<file path="config.mk">
export PLATFORM = sky130hd
export DESIGN_NAME = lss_cell
export DESIGN_NICKNAME = d
export VERILOG_FILES = /design/src/rtl/assert_macros.svh /design/src/rtl/lss_pkg.sv /design/src/rtl/lss_cell.sv
export SDC_FILE = /design/constraint.sdc
export NUM_CORES = 1
export LEC_CHECK = 0
export BUFFER_PORTS_ARGS = -buffer_cell sky130_fd_sc_hd__buf_2
export CORE_MARGIN = 2
export CORE_UTILIZATION = 40
export DETAILED_ROUTE_END_ITERATION = 16
export HOLD_SLACK_MARGIN = 0.02
export MAX_ROUTING_LAYER = met4
export PLACE_DENSITY_LB_ADDON = 0.12
export SLEW_MARGIN = 30
export SYNTH_ARGS = -nofsm -noshare
export SYNTH_HDL_FRONTEND = slang
export SYNTH_SLANG_ARGS = --single-unit
</file>
<file path="constraint.sdc">
create_clock -name aclk -period 1.9 [get_ports aclk]
set_input_delay 0 -clock aclk [delete_from_list [all_inputs] [get_ports aclk]]
set_output_delay 0 -clock aclk [all_outputs]
set_load 0.03 [all_outputs]
</file>
<file path="src/rtl/assert_macros.svh">
// ---------------------------------------------------------------------------
// Assertion macros
// Shared helpers for concurrent checks, sampled on the rising clock edge and
// disabled while the synchronous active-low reset is held.
// ---------------------------------------------------------------------------
`ifndef ASSERT_MACROS_SVH
`define ASSERT_MACROS_SVH

// Property must hold at every sampled edge outside reset.
`define ASSERT_ALWAYS(label, clk, rstn, prop, msg) \
    label: assert property (@(posedge clk) disable iff (!(rstn)) (prop)) \
        else $error(msg);

// When the trigger holds, the consequence must hold in the same cycle.
`define ASSERT_IMPL(label, clk, rstn, trig, cons, msg) \
    label: assert property (@(posedge clk) disable iff (!(rstn)) (trig) |-> (cons)) \
        else $error(msg);

// When the trigger holds, the consequence must hold in the next cycle.
`define ASSERT_NEXT(label, clk, rstn, trig, cons, msg) \
    label: assert property (@(posedge clk) disable iff (!(rstn)) (trig) |=> (cons)) \
        else $error(msg);

`endif

</file>
<file path="src/rtl/lss_pkg.sv">
// ---------------------------------------------------------------------------
// lss_pkg
// Shared constants, codes and types of the LIFO stack with search.
// ---------------------------------------------------------------------------
package lss_pkg;

    localparam int STACK_DEPTH = 128;
    localparam int WORD_W      = 32;
    localparam int CNT_W       = $clog2(STACK_DEPTH + 1);
    localparam int DEPTH_W     = 8;
    localparam int CMD_W       = 2;
    localparam int STATUS_W    = 2;

    localparam logic [CMD_W-1:0] CMD_PUSH   = 2'd0;
    localparam logic [CMD_W-1:0] CMD_POP    = 2'd1;
    localparam logic [CMD_W-1:0] CMD_SEARCH = 2'd2;

    localparam logic [STATUS_W-1:0] STATUS_OK    = 2'd0;
    localparam logic [STATUS_W-1:0] STATUS_EMPTY = 2'd1;
    localparam logic [STATUS_W-1:0] STATUS_FULL  = 2'd2;

    typedef enum logic {
        ST_IDLE,
        ST_SCAN
    } state_t;

    // Shift commands broadcast to every cell of the chain.
    typedef struct packed {
        logic push;
        logic pop;
    } cell_ctl_t;

endpackage

</file>
<file path="src/rtl/lss_cell.sv">
// ---------------------------------------------------------------------------
// lss_cell
// One stack entry: shifts with its neighbors on push and pop, and passes the
// search token and the running match bit on to the next cell.
// ---------------------------------------------------------------------------
module lss_cell (
    input  logic                               aclk,
    input  logic                               aresetn,
    input  lss_pkg::cell_ctl_t                 ctl,
    input  logic                               occupied,
    input  logic signed [lss_pkg::WORD_W-1:0]  word_up,
    input  logic signed [lss_pkg::WORD_W-1:0]  word_dn,
    input  logic signed [lss_pkg::WORD_W-1:0]  key,
    input  logic                               tok_in,
    input  logic                               hit_in,
    output logic signed [lss_pkg::WORD_W-1:0]  word,
    output logic                               tok_out,
    output logic                               hit_out
);

    logic signed [lss_pkg::WORD_W-1:0] word_reg;
    logic signed [lss_pkg::WORD_W-1:0] word_next;
    logic                              tok_reg;
    logic                              hit_reg;
    logic                              hit_next;

    always_comb begin
        priority if (ctl.push) begin
            word_next = word_up;
        end else if (ctl.pop) begin
            word_next = word_dn;
        end else begin
            word_next = word_reg;
        end
    end

    // Only entries below the fill count take part in a search.
    assign hit_next = hit_in | (tok_in & occupied & (word_reg == key));

    always_ff @(posedge aclk) begin
        word_reg <= word_next;
    end

    always_ff @(posedge aclk) begin
        if (!aresetn) begin
            tok_reg <= 1'b0;
            hit_reg <= 1'b0;
        end else begin
            tok_reg <= tok_in;
            hit_reg <= hit_next;
        end
    end

    assign word    = word_reg;
    assign tok_out = tok_reg;
    assign hit_out = hit_reg;

endmodule

</file>
# Word-level counts from Yosys, hierarchy flattened
# Index checks and enable logic that the tools add are counted.
[word_totals] register_bits=34 latch_bits=0 ram_bits=0 rom_bits=0 input_bits=103 output_inout_bits=34 elab_cells=10 mem_count=0
[op_classes] add_sub_neg=0 n_mul=0 n_div=0 n_lt_le_gt_ge=0 n_eq_ne=1 n_shift=0 n_mux=2 bitwise_logic=3 n_reduce_logical=1
[ops] operator="2-to-1 mux 32 bit" count=2
[ops] operator="equality test 32 bit" count=1
[ops] operator="bitwise AND 1 bit" count=2
[ops] operator="nonzero test 2 bit" count=1
[ops] operator="bitwise OR 1 bit" count=1

# Logic depth before layout (Yosys ltp)
[logic_depth] depth_word=3 depth_mapped=5 depth_no_buf=5

# Least setup slack after synthesis
# OpenSTA, ideal clock, no wires.
[synth_timing] kind="input-to-reg" from="in ctl[1] (netlist bit)" to="reg word_reg (netlist bit word[0]) (enable)" setup_time_ns=0.390 arrival_ns=1.210 t_required_ns=1.510 setup_slack_ns=0.300 stages=3 n_path_buf=2 cell_sequence="clkbuf_1 > buf_2 > or2_1"
[synth_via] elab_chain_cells=1
[synth_rtl] item="from (decl)" line="lss_cell.sv:9" source="input lss_pkg::cell_ctl_t ctl,"
[synth_rtl] item="nonzero test 2 bit (no line)"
[synth_rtl] item="to (signal assigned)" line="lss_cell.sv:41" source="word_reg <= word_next;"
[synth_rtl] item="to (decl)" line="lss_cell.sv:21" source="logic signed [lss_pkg::WORD_W-1:0] word_reg;"
# Every way passes these cells.
# A chain may end at the register's enable or synchronous reset.

# Final worst setup path
[layout_timing] from="in ctl[1] (netlist bit)" to="reg word_reg (netlist bit word[13]) (data pin)"
[layout_via] elab_chain_cells=1
[layout_rtl] item="2-to-1 mux 32 bit" line="lss_cell.sv:28" source="priority if (ctl.push) begin"
[layout_rtl] item="via word_next (one bit)" line="lss_cell.sv:22" source="logic signed [lss_pkg::WORD_W-1:0] word_next;"
# The timed path passes the listed nets, and every way through them passes these cells.

==> reports/qor.csv <==
metric,value,unit
synth_common_cells,"edfxtp_1 (32), mux2_1 (32), xnor2_1 (29)",
worstPathRequired,1930,ps
globalRouteOverflowTotal,0,
synth-simple-area-share,5.03,%
synth.distinct_cells,14,
ff2ff_setup_slack,420,ps
ff2ff_path_depth,5,
synth_area_leaders,"edfxtp_1 (54%), mux2_1 (20%), xnor2_1 (14%)",
core,4290,µm²
cap_violations,0,
critPathTopFamily,buffers and inverters,
numClockSinks,34,
multiInputGateArea,746,µm²
num_vias,1752,
ys_ff_latch,34,
met2_wirelength,2790,µm
wire_per_inst,13.8,µm
drc,0,
path_buf_inv,3,
grt_pass1_vias,1917,
synth_nets,220,
end_kind,register,
holdCritStartpoint,word_dn[11],
reg2reg_to,hit_out,
rsz0062_at_grt,false,
rows,24,
finalCriticalPeriod,1560,ps
power.total,0.00226,W
whs,25.4,ps
nets,429,
critPathMaxFanout,21,
period_share,82.1,%
top_layer,met4,
cts_setup_buffers,0,
die_h,70.4,µm
grtUsageTotal,23.0,%
synthArstFlopShare,0,%
synthMuxAreaShare,20.4,%
synth_compound_area_share,0.921,%
synth_edf_count,32,
outcome,"finished, final reports clean",
insertion_delay,280,ps
synth_warnings,0,
drive_gt1_share,46.5,%
synth_area_leader_cell,edfxtp_1,
dieArea,4960,µm²
pin_count,137,
r2r_start,word[25],
hp-class,primary input to register,
area_growth,86.4,%
cts_made_buffers,5,
p_per_area,687,nW/µm²
skew,4.30,ps
io_buffers,136,
drt_wl_total,5240,µm
grt_max_degree,22,
tightest_slew,517,ps
cpMaxStageDelayCell,dlygate4sd3_1,
slowest_delay,560,ps
cts_buffer_depth,2,
wl_met1,1970,µm
final-hold-violation-count,0,
seq_area,1000,µm²
initialDrtViolationCount,35,
slew_headroom,65.5,%
yosys.area.top_type_share,54.4,%
netlist_area,1770,µm²
synth-adder-area-share,0,%
cp.arrival,1590,ps
antenna_cells,0,
worstHoldEndpoint,word[11],
fp.dieW,70.4,µm
antenna_found_initial,0,
synthFlopType,edfxtp_1,
crit_type,primary input to register,
gp_congestion,0.783,
root_buffer,clkbuf_8,
start_util,41.1,%
largest_reg_flops,32,
max_clock_freq,641,MHz
cts_tree,yes,
antenna_left,0,
start_kind,primary input,
fillers,306,
synth_top_family_by_area,multiplexers,
vias_per_cell,4.62,
clk_pin_slew_worst_paths,70,ps
synth.yosys.seq_area_share,56.7,%
fin_tns_setup,0,ps
irDropWorstVdd,0.000440,V
hold_depth,2,
slew_violations,0,
syn_area_per_cell,15.1,µm²
drt_pass1_iterations,4,
cts.htree.levels,2,
wl_met3,367,µm
grt_pass1_wl,8470,µm
p_leak,1.45,nW
synth_cells,117,
fin_util,76.6,%
cts_resized,0,
synth_xor_area_share,15.9,%
setup_viol,0,
crit_chain,buf_2 -> buf_4 -> mux2_1 -> dlygate4sd3_1,
timing repair:
item                       in CTS  in global routing
hold endpoints to repair       33                  0
setup endpoints to repair       0                  0
hold buffers                   65                  0
cells in the final DEF (no fill, tap or decap):
| cell type | count |
|---|---|
| dfxtp_1 | 2 |
| or2_1 | 1 |
| and2_4 | 1 |
| nor4_1 | 2 |
| nand2_1 | 2 |
| xnor2_1 | 29 |
| nand4_1 | 7 |
| xor2_1 | 3 |
| clkbuf_8 | 8 |
| buf_4 | 5 |
| o41ai_2 | 1 |
| mux2_1 | 32 |
| buf_2 | 136 |
| dlygate4sd3_1 | 65 |
| edfxtp_1 | 32 |
| nand3_2 | 1 |
power breakdown:
group | switching, W | leakage (nW) | internal, W
clock | 0.000255 | 0.0575 | 0.000366
combinational | 0.000332 | 1.05 | 0.000344
sequential | 0.0000496 | 0.343 | 0.000915
logic make-up (layout without fill, tap and decap cells):
group,count (synthesis),after routing
flip-flops,34,34
XOR/XNOR,32,32
multiplexers,32,32
AND/OR/NAND/NOR,14,14
buffers and inverters,4,214
AO/OA/AOI/OAI,1,1
through the flow:
step           instances  setup WS [ps]  area (µm²)
6_report             379            341        3290
5_1_grt              379            257        3290
4_1_cts              379            346        3290
3_5_place_dp         306            451        2530
3_3_place_gp         306            503        2530
2_1_floorplan        117            300        1770
how the worst max path moves through the flow:
| stage | start | endpoint | cells after the start |
|---|---|---|---|
| 2_1_floorplan | ctl[1] | word[0] | 3 |
| 3_3_place_gp | word[2] | hit_out | 5 |
| 3_5_place_dp | word[2] | hit_out | 5 |
| 4_1_cts | ctl[1] | word[15] | 4 |
| 5_1_grt | word[25] | hit_out | 5 |
| 6_report | ctl[1] | word[13] | 4 |
worst register-to-register path, cell delays in order, from the launching register on:
cell	delay (ps)
edfxtp_1	420
xnor2_1	200
nand4_1	150
nor4_1	310
nand2_1	110
o41ai_2	200
layer usage:
| layer | vias up | global-route usage (%) |
|---|---|---|
| met3 | 11 | 6.06 |
| met4 | 0 | 6.84 |
| met2 | 84 | 41.5 |
| met1 | 807 | 24.4 |
| li1 | 850 | - |
| met5 | - | - |
cell type report:
| class | count | area share [%] |
|---|---|---|
| Clock buffer | 8 | 3.35 |
| Tap cell | 52 | 1.98 |
| Timing Repair Buffer | 206 | 41.6 |
| Multi-Input combinational cell | 79 | 22.7 |
| Sequential cell | 34 | 30.4 |
(Power assumes the default switching activity.)
