==> src/rtl/assert_macros.svh <==
// ---------------------------------------------------------------------------
// Assertion macros
// Shared helpers for concurrent checks, sampled on the rising clock edge and
// disabled while the synchronous active-low reset is held.
// ---------------------------------------------------------------------------
`ifndef ASSERT_MACROS_SVH
`define ASSERT_MACROS_SVH

// Property must hold at every sampled edge outside reset.
`define ASSERT_ALWAYS(label, clk, rstn, prop, msg) \
    label: assert property (@(posedge clk) disable iff (!(rstn)) (prop)) \
        else $error(msg);

// When the trigger holds, the consequence must hold in the same cycle.
`define ASSERT_IMPL(label, clk, rstn, trig, cons, msg) \
    label: assert property (@(posedge clk) disable iff (!(rstn)) (trig) |-> (cons)) \
        else $error(msg);

// When the trigger holds, the consequence must hold in the next cycle.
`define ASSERT_NEXT(label, clk, rstn, trig, cons, msg) \
    label: assert property (@(posedge clk) disable iff (!(rstn)) (trig) |=> (cons)) \
        else $error(msg);

`endif

==> src/rtl/lss_pkg.sv <==
// ---------------------------------------------------------------------------
// lss_pkg
// Shared constants, codes and types of the LIFO stack with search.
// ---------------------------------------------------------------------------
package lss_pkg;

    localparam int STACK_DEPTH = 128;
    localparam int WORD_W      = 32;
    localparam int CNT_W       = $clog2(STACK_DEPTH + 1);
    localparam int DEPTH_W     = 8;
    localparam int CMD_W       = 2;
    localparam int STATUS_W    = 2;

    localparam logic [CMD_W-1:0] CMD_PUSH   = 2'd0;
    localparam logic [CMD_W-1:0] CMD_POP    = 2'd1;
    localparam logic [CMD_W-1:0] CMD_SEARCH = 2'd2;

    localparam logic [STATUS_W-1:0] STATUS_OK    = 2'd0;
    localparam logic [STATUS_W-1:0] STATUS_EMPTY = 2'd1;
    localparam logic [STATUS_W-1:0] STATUS_FULL  = 2'd2;

    typedef enum logic {
        ST_IDLE,
        ST_SCAN
    } state_t;

    // Shift commands broadcast to every cell of the chain.
    typedef struct packed {
        logic push;
        logic pop;
    } cell_ctl_t;

endpackage

==> src/rtl/lss_ctrl.sv <==
// ---------------------------------------------------------------------------
// lss_ctrl
// Command decode, fill count, search sequencing and the result register.
// ---------------------------------------------------------------------------
`include "assert_macros.svh"

module lss_ctrl (
    input  logic                                 aclk,
    input  logic                                 aresetn,
    input  logic                                 s_valid,
    output logic                                 s_ready,
    input  logic [lss_pkg::CMD_W-1:0]            s_command,
    input  logic signed [lss_pkg::WORD_W-1:0]    s_value,
    output logic                                 m_valid,
    input  logic                                 m_ready,
    output logic [lss_pkg::STATUS_W-1:0]         m_status,
    output logic signed [lss_pkg::WORD_W-1:0]    m_data,
    output logic                                 m_found,
    output logic [lss_pkg::DEPTH_W-1:0]          m_depth,
    output lss_pkg::cell_ctl_t                   cell_ctl,
    output logic signed [lss_pkg::WORD_W-1:0]    key,
    output logic                                 start,
    output logic [lss_pkg::CNT_W-1:0]            count,
    input  logic signed [lss_pkg::WORD_W-1:0]    top_word,
    input  logic                                 tok_last,
    input  logic                                 hit_last
);

    lss_pkg::state_t                     state_reg;
    lss_pkg::state_t                     state_next;
    logic [lss_pkg::CNT_W-1:0]           count_reg;
    logic [lss_pkg::CNT_W-1:0]           count_next;
    logic signed [lss_pkg::WORD_W-1:0]   key_reg;
    logic                                start_reg;
    logic                                m_valid_reg;
    logic [lss_pkg::STATUS_W-1:0]        status_reg;
    logic [lss_pkg::STATUS_W-1:0]        status_next;
    logic signed [lss_pkg::WORD_W-1:0]   data_reg;
    logic                                found_reg;
    logic [lss_pkg::DEPTH_W-1:0]         depth_reg;

    logic accept;
    logic is_full;
    logic is_empty;
    logic push_ok;
    logic pop_ok;
    logic search_acc;
    logic load_direct;

    // Next state.
    always_comb begin
        state_next = state_reg;
        unique case (state_reg)
            lss_pkg::ST_IDLE: begin
                if (search_acc) begin
                    state_next = lss_pkg::ST_SCAN;
                end
            end
            lss_pkg::ST_SCAN: begin
                if (tok_last) begin
                    state_next = lss_pkg::ST_IDLE;
                end
            end
            default: begin
                state_next = lss_pkg::ST_IDLE;
            end
        endcase
    end

    // Outputs of the state machine.
    always_comb begin
        unique case (state_reg)
            lss_pkg::ST_IDLE: s_ready = !m_valid_reg || m_ready;
            lss_pkg::ST_SCAN: s_ready = 1'b0;
            default:          s_ready = 1'b0;
        endcase
    end

    assign accept      = s_valid && s_ready;
    assign is_full     = (count_reg == lss_pkg::CNT_W'(lss_pkg::STACK_DEPTH));
    assign is_empty    = (count_reg == '0);
    assign push_ok     = accept && (s_command == lss_pkg::CMD_PUSH) && !is_full;
    assign pop_ok      = accept && (s_command == lss_pkg::CMD_POP) && !is_empty;
    assign search_acc  = accept && (s_command == lss_pkg::CMD_SEARCH);
    assign load_direct = accept && (s_command != lss_pkg::CMD_SEARCH);

    always_comb begin
        count_next = count_reg;
        if (push_ok) begin
            count_next = count_reg + 1'b1;
        end else if (pop_ok) begin
            count_next = count_reg - 1'b1;
        end
    end

    always_comb begin
        status_next = lss_pkg::STATUS_OK;
        if ((s_command == lss_pkg::CMD_PUSH) && is_full) begin
            status_next = lss_pkg::STATUS_FULL;
        end else if ((s_command == lss_pkg::CMD_POP) && is_empty) begin
            status_next = lss_pkg::STATUS_EMPTY;
        end
    end

    always_ff @(posedge aclk) begin
        if (!aresetn) begin
            state_reg   <= lss_pkg::ST_IDLE;
            count_reg   <= '0;
            start_reg   <= 1'b0;
            m_valid_reg <= 1'b0;
        end else begin
            state_reg <= state_next;
            count_reg <= count_next;
            start_reg <= search_acc;
            if (load_direct || tok_last) begin
                m_valid_reg <= 1'b1;
            end else if (m_ready) begin
                m_valid_reg <= 1'b0;
            end
        end
    end

    always_ff @(posedge aclk) begin
        if (search_acc) begin
            key_reg <= s_value;
        end
        if (load_direct) begin
            status_reg <= status_next;
            data_reg   <= pop_ok ? top_word : '0;
            found_reg  <= 1'b0;
            depth_reg  <= lss_pkg::DEPTH_W'(count_next);
        end else if (tok_last) begin
            status_reg <= lss_pkg::STATUS_OK;
            data_reg   <= '0;
            found_reg  <= hit_last;
            depth_reg  <= lss_pkg::DEPTH_W'(count_reg);
        end
    end

    assign m_valid  = m_valid_reg;
    assign m_status = status_reg;
    assign m_data   = data_reg;
    assign m_found  = found_reg;
    assign m_depth  = depth_reg;
    assign cell_ctl = '{push: push_ok, pop: pop_ok};
    assign key      = key_reg;
    assign start    = start_reg;
    assign count    = count_reg;

    `ASSERT_ALWAYS(a_count_bound, aclk, aresetn, count_reg <= lss_pkg::CNT_W'(lss_pkg::STACK_DEPTH), "fill count above stack depth")
    `ASSERT_IMPL(a_tok_in_scan, aclk, aresetn, tok_last, state_reg == lss_pkg::ST_SCAN, "search token left the chain outside a scan")
    `ASSERT_IMPL(a_scan_out_free, aclk, aresetn, state_reg == lss_pkg::ST_SCAN, !m_valid_reg, "result register occupied during a scan")
    `ASSERT_NEXT(a_push_count, aclk, aresetn, push_ok, count_reg == $past(count_reg) + 1'b1, "push did not advance the fill count")

endmodule

==> config.mk <==
export PLATFORM = sky130hd
export DESIGN_NAME = lss_ctrl
export DESIGN_NICKNAME = d
export VERILOG_FILES = /design/src/rtl/lss_pkg.sv /design/src/rtl/lss_ctrl.sv
export VERILOG_INCLUDE_DIRS = /design/src /design/src/rtl
export SDC_FILE = /design/constraint.sdc
export NUM_CORES = 1
export LEC_CHECK = 0
export BUFFER_PORTS_ARGS = -buffer_cell sky130_fd_sc_hd__buf_2
export CAP_MARGIN = 20
export CORE_AREA = 2 2 110 112
export CTS_BUF_LIST = sky130_fd_sc_hd__clkbuf_4 sky130_fd_sc_hd__clkbuf_8
export CTS_CLUSTER_DIAMETER = 50
export DETAILED_ROUTE_END_ITERATION = 16
export DIE_AREA = 0 0 112 114
export PLACE_DENSITY = 0.57
export SLEW_MARGIN = 0
export SYNTH_ARGS = -nofsm -noshare
export SYNTH_HDL_FRONTEND = slang
export SYNTH_SLANG_ARGS = --single-unit
export TNS_END_PERCENT = 1
==> constraint.sdc <==
create_clock -name aclk -period 9.1 [get_ports aclk]
set_input_delay 1.365 -clock aclk [delete_from_list [all_inputs] [get_ports aclk]]
set_output_delay 1.365 -clock aclk [all_outputs]
set_load 0.02 [all_outputs]
# Word level (Yosys, flattened, before mapping)
# Cells that the tools add are included.
# W data, S select, Z words.
# word_totals
inputBits	72
reg_bits	86
out_inout_bits	88
# classes
n_addsub	2
n_reduce_logical	18
n_mux	17
eq_ne	4
bitwise_logic	1
# ops
operator	n
$mux W32	3
$mux W8	4
$logic_and A1 B1 Y1	9
$add A8 B1 Y8 const B	1
$eq A8 B8 Y1 const B	1
$logic_not A8 Y1	1
$sub A8 B1 Y8 const B	1
$mux W2	3
$mux W1	5
$pmux W1 S2	2
$reduce_bool A2 Y1	2
$logic_not A1 Y1	3
$eq A2 B1 Y1 const B	1
$eq A2 B2 Y1 const B	1
$logic_not A2 Y1	1
$logic_or A1 B1 Y1	2
$ne A2 B2 Y1 const B	1
$not A1 Y1	1

# Depth between registers and ports, before layout
# depth
ltp_word	9
depth_mapped	8
mapped_depth_nobuf	8

# Worst setup path before layout
# OpenSTA, ideal clock, no wires.
# synth_path
path_type	input-to-reg
start	input s_command[0] (netlist name)
end	register key_reg (netlist bit key[0]), enable pin
path_buffers	0
arrival_time_ps	3811
path_stages	2
required_ps	8635
slack_ps	4824
path_cell_list	nand2b_1 > nor3_1
# synth_between
elab_chain_len	2
# synth_rtl
element	line_no	source
start: declaration	lss_ctrl.sv:12	input logic [lss_pkg::CMD_W-1:0] s_command,
$eq A2 B2 Y1	lss_ctrl.sv:84	assign search_acc = accept && (s_command == lss_pkg::CMD_SEARCH);
$logic_and A1 B1 Y1	lss_ctrl.sv:84	
net search_acc	lss_ctrl.sv:47	logic search_acc;
end signal: assignment	lss_ctrl.sv:125	key_reg <= s_value;
end: declaration	lss_ctrl.sv:33	logic signed [lss_pkg::WORD_W-1:0] key_reg;
# The timed path passes the listed nets, and every way through them passes these cells.
# A chain may end at the register's enable or synchronous reset.

==> key figures <==
Global routing
  – Overall routing resource usage: 12.0%
  – Congestion Overflow GR: 0
  – Largest net degree at the start of global routing: 44
  – Initial antenna violation count: 0
  – Number of global-route vias before repair: 2,301
  – First-pass GRT wire length: 11,700 um

Floorplanning
  – IO Count: 160
  – Die ar.: 0.0128 mm2
  – Die X: 112 um
  – Die height: 114 um
  – Initial core utilization: 28.8%
  – FP Rows: 40
  – Core Area: 0.0117 mm2

Routing
  – Via count: 2,276
  – # DRC: 0
  – Post-DRT Antenna Nets: 0
  – Via density: 4.25
  – Routed WL: 7640 um
  – First drt pass iteration count: 4
  – Routed length per placed instance: 14.3 um
  – Initial DRC count: 110

Yosys
  – Yosys cell types: 46
  – Synth Area per Inst: 15.3 um2
  – YS warnings: 0
  – Async set-reset flop share out of synthesis: 0%
  – Post-synth top flop: edfxtp_1
  – Number of enable flip-flop cells after synthesis: 74
  – Sequential element share of the synthesized area: 73.0%
  – Count of state elements after synthesis: 86
  – Syn Nets: 296
  – Synthesized area: 0.00337 mm2
  – Synth Instances: 221

STA
  – Final hold violations: 0
  – Setup TNS: 0 ns
  – Setup WS post-layout: 4.96 ns
  – Final Max Tran Viols: 0
  – Maximum clock rate: 241 MHz
  – RSZ-0062 raised after global routing: false
  – Slew headroom: 33.2%
  – Final cycle utilization of the critical path: 45.5%
  – Fin Hold WS: 0.522 ns
  – Setup-failing EPs final: 0
  – Tmin final: 4.14 ns
  – Worst-Margin Slew: 1.00 ns
  – Clk_skew: 0.00866 ns

Run
  – Max-Cap Viols: 0

Placed design
  – Post-placement setup slack: 4.90 ns
  – DP HPWL: 5620 um
  – RePlAce Congestion: 0.769
  – Number of port buffers: 159

Pwr
  – Logic gate share of total power: 14.3%
  – Clock power frac: 31.0%
  – Pleak: 2.00 nW
  – Net Switching: 219 uW
  – Register share of total power: 54.7%
  – Sw frac: 25.6%
  – PwrDens: 190 mW/mm2
  – Peak VDD IR: 0.0802 mV
  – Design Power: 856 uW
  – Internal power: 637 uW

Worst setup path
  – Critical Path AT: 2.78 ns
  – CP peak stage delay: 0.41 ns
  – Worst reg2reg path depth: 8
  – CP Max Fanout: 35
  – Critical path class: primary input to primary output
  – CP dominant cell by count: buf_2
  – Worst r2r src: count[0]
  – Critical Path, Cell by Cell: buf_2 -> nor2b_1 -> nor3_2 -> nand3_1 -> inv_2 -> buf_2
  – CP required: 7.74 ns
  – Critical Path Source Type: primary input
  – Critical path's slowest cell: nor3_2
  – CP Depth: 6
  – Worst Path Buf+Inv: 3
  – Reg-to-reg endpoint: m_depth[0]
  – Largest delay share family, worst path: buffers and inverters
  – Worst R2R Setup Slack: 7.01 ns
  – Crit end category: primary output

Outcome
  – Status: finished clean

Clocking
  – Clk_lat worst skew: 0.34 ns
  – Clock sinks: 86
  – CTS-repair resized insts: 0
  – CTS tree: done
  – Hold_buf cts: 0
  – Postcts setup bufs: 0
  – Clock transition at the registers of the reported paths: 0.08 ns
  – Clk root buf: clkbuf_8
  – Num CTS Buffers: 9
  – H-tree Lvls: 3
  – Clock buffer depth: 2

Worst hold path
  – Hold Crit Class: flop to flop
  – Hold Startpoint: m_found
  – Hold Path Stages: 2
  – Sink of the worst hold path: m_found

Final layout
  – N_diodes: 0
  – Final core occ: 38.5%
  – Layout area overhead: 33.7%
  – Share of cells above drive strength 1: 48.3%
  – # nets final: 459
==> per-stage QoR <==
stage / instances / instance area (um2)
2_1_floorplan: 221 / 3370
3_3_place_gp: 520 / 4320
3_5_place_dp: 520 / 4320
4_1_cts: 536 / 4510
5_1_grt: 536 / 4510
6_report: 536 / 4510
==> per-layer routing <==
layer	part of all wire, %	GRT usage, %	vias to the layer above
met1	42	14.5	1075
met3	5.4	3.03	8
met5	0	0	-
li1	-	-	1119
met2	51	20.2	74
met4	1.7	5.45	0
==> cell type report <==
class / count / area (um2)
multi-input combinational: 123 / 851
clock buffer: 12 / 146
fill: 1164 / 7200
clock inverter: 4 / 47.5
tap: 147 / 184
sequential: 86 / 2460
timing repair buffer: 160 / 803
inverter: 4 / 15.0
==> how the worst max path moves through the flow <==
stage	startpoint	to	slack (ns)
floorplan	s_command[0]	key[0]	4.82
global placement	m_ready	cell_ctl[0]	4.91
detailed placement	m_ready	cell_ctl[0]	4.90
CTS	m_ready	cell_ctl[0]	4.90
global route	m_ready	cell_ctl[0]	4.74
finish	m_ready	cell_ctl[0]	4.96
==> cell families (layout without fill, tap and decap cells) <==
kind of cell | Yosys count | count (layout) | share of synthesized area [%]
fa+ha+maj | 3 | 3 | 1.11
flops | 86 | 86 | 73.0
compound gates | 16 | 16 | 3.82
simple gates | 92 | 92 | 16.8
mux | 6 | 6 | 1.78
xor+xnor | 6 | 6 | 1.56
buf+inv | 12 | 180 | 1.93
==> power by group through the flow <==
stage | Sequential, mW | Clock (mW) | Combinational [mW]
3_5_place_dp | 0.477 | 0 | 0.125
6_report | 0.468 | 0.265 | 0.123
2_1_floorplan | 0.507 | 0 | 0.0458
4_1_cts | 0.468 | 0.277 | 0.125
5_1_grt | 0.471 | 0.295 | 0.134
3_3_place_gp | 0.477 | 0 | 0.124
==> cells in the mapped netlist, drive strengths merged, types with 2 or more instances <==
| cell | instances | area [um2] |
|---|---|---|
| a21oi | 3 | 18.8 |
| a32oi | 2 | 36.3 |
| and2 | 38 | 238 |
| and3 | 3 | 18.8 |
| and3b | 2 | 17.5 |
| buf | 6 | 41.3 |
| clkbuf | 2 | 8.75 |
| dfxtp | 12 | 240 |
| edfxtp | 74 | 2220 |
| ha | 3 | 37.5 |
| inv | 4 | 15.0 |
| mux2i | 6 | 60.1 |
| nand2 | 9 | 38.8 |
| nand2b | 6 | 37.5 |
| nand3 | 7 | 35.0 |
| nand3b | 3 | 26.3 |
| nor2 | 8 | 32.5 |
| nor2b | 5 | 31.3 |
| nor3 | 4 | 25.0 |
| nor4 | 2 | 27.5 |
| o21a | 2 | 15.0 |
| o21ai | 4 | 20.0 |
| xnor2 | 2 | 17.5 |
| xor2 | 4 | 35.0 |
==> placed cells by master (no fill, tap or decap), types with 3 or more instances in the layout <==
master,Yosys,final
ha_1,3,3
buf_2,3,159
clkbuf_4,0,3
and3_1,3,3
nand3_1,7,7
edfxtp_1,74,74
and2_1,38,38
dfxtp_1,12,12
clkbuf_8,0,9
xor2_1,4,4
nor2_1,7,7
mux2i_1,6,6
nand2_1,7,7
nand2b_1,6,6
nor2b_1,5,5
==> worst reg2reg max path, stage by stage (launching register included) <==
cell,delay (ns)
dfxtp_1,0.42
inv_1,0.11
ha_1,0.22
nor2b_1,0.15
nand3b_2,0.16
nand3_1,0.15
inv_2,0.37
o21ai_1,0.11
and2_1,0.15
Power figures use the tool's default switching activity.
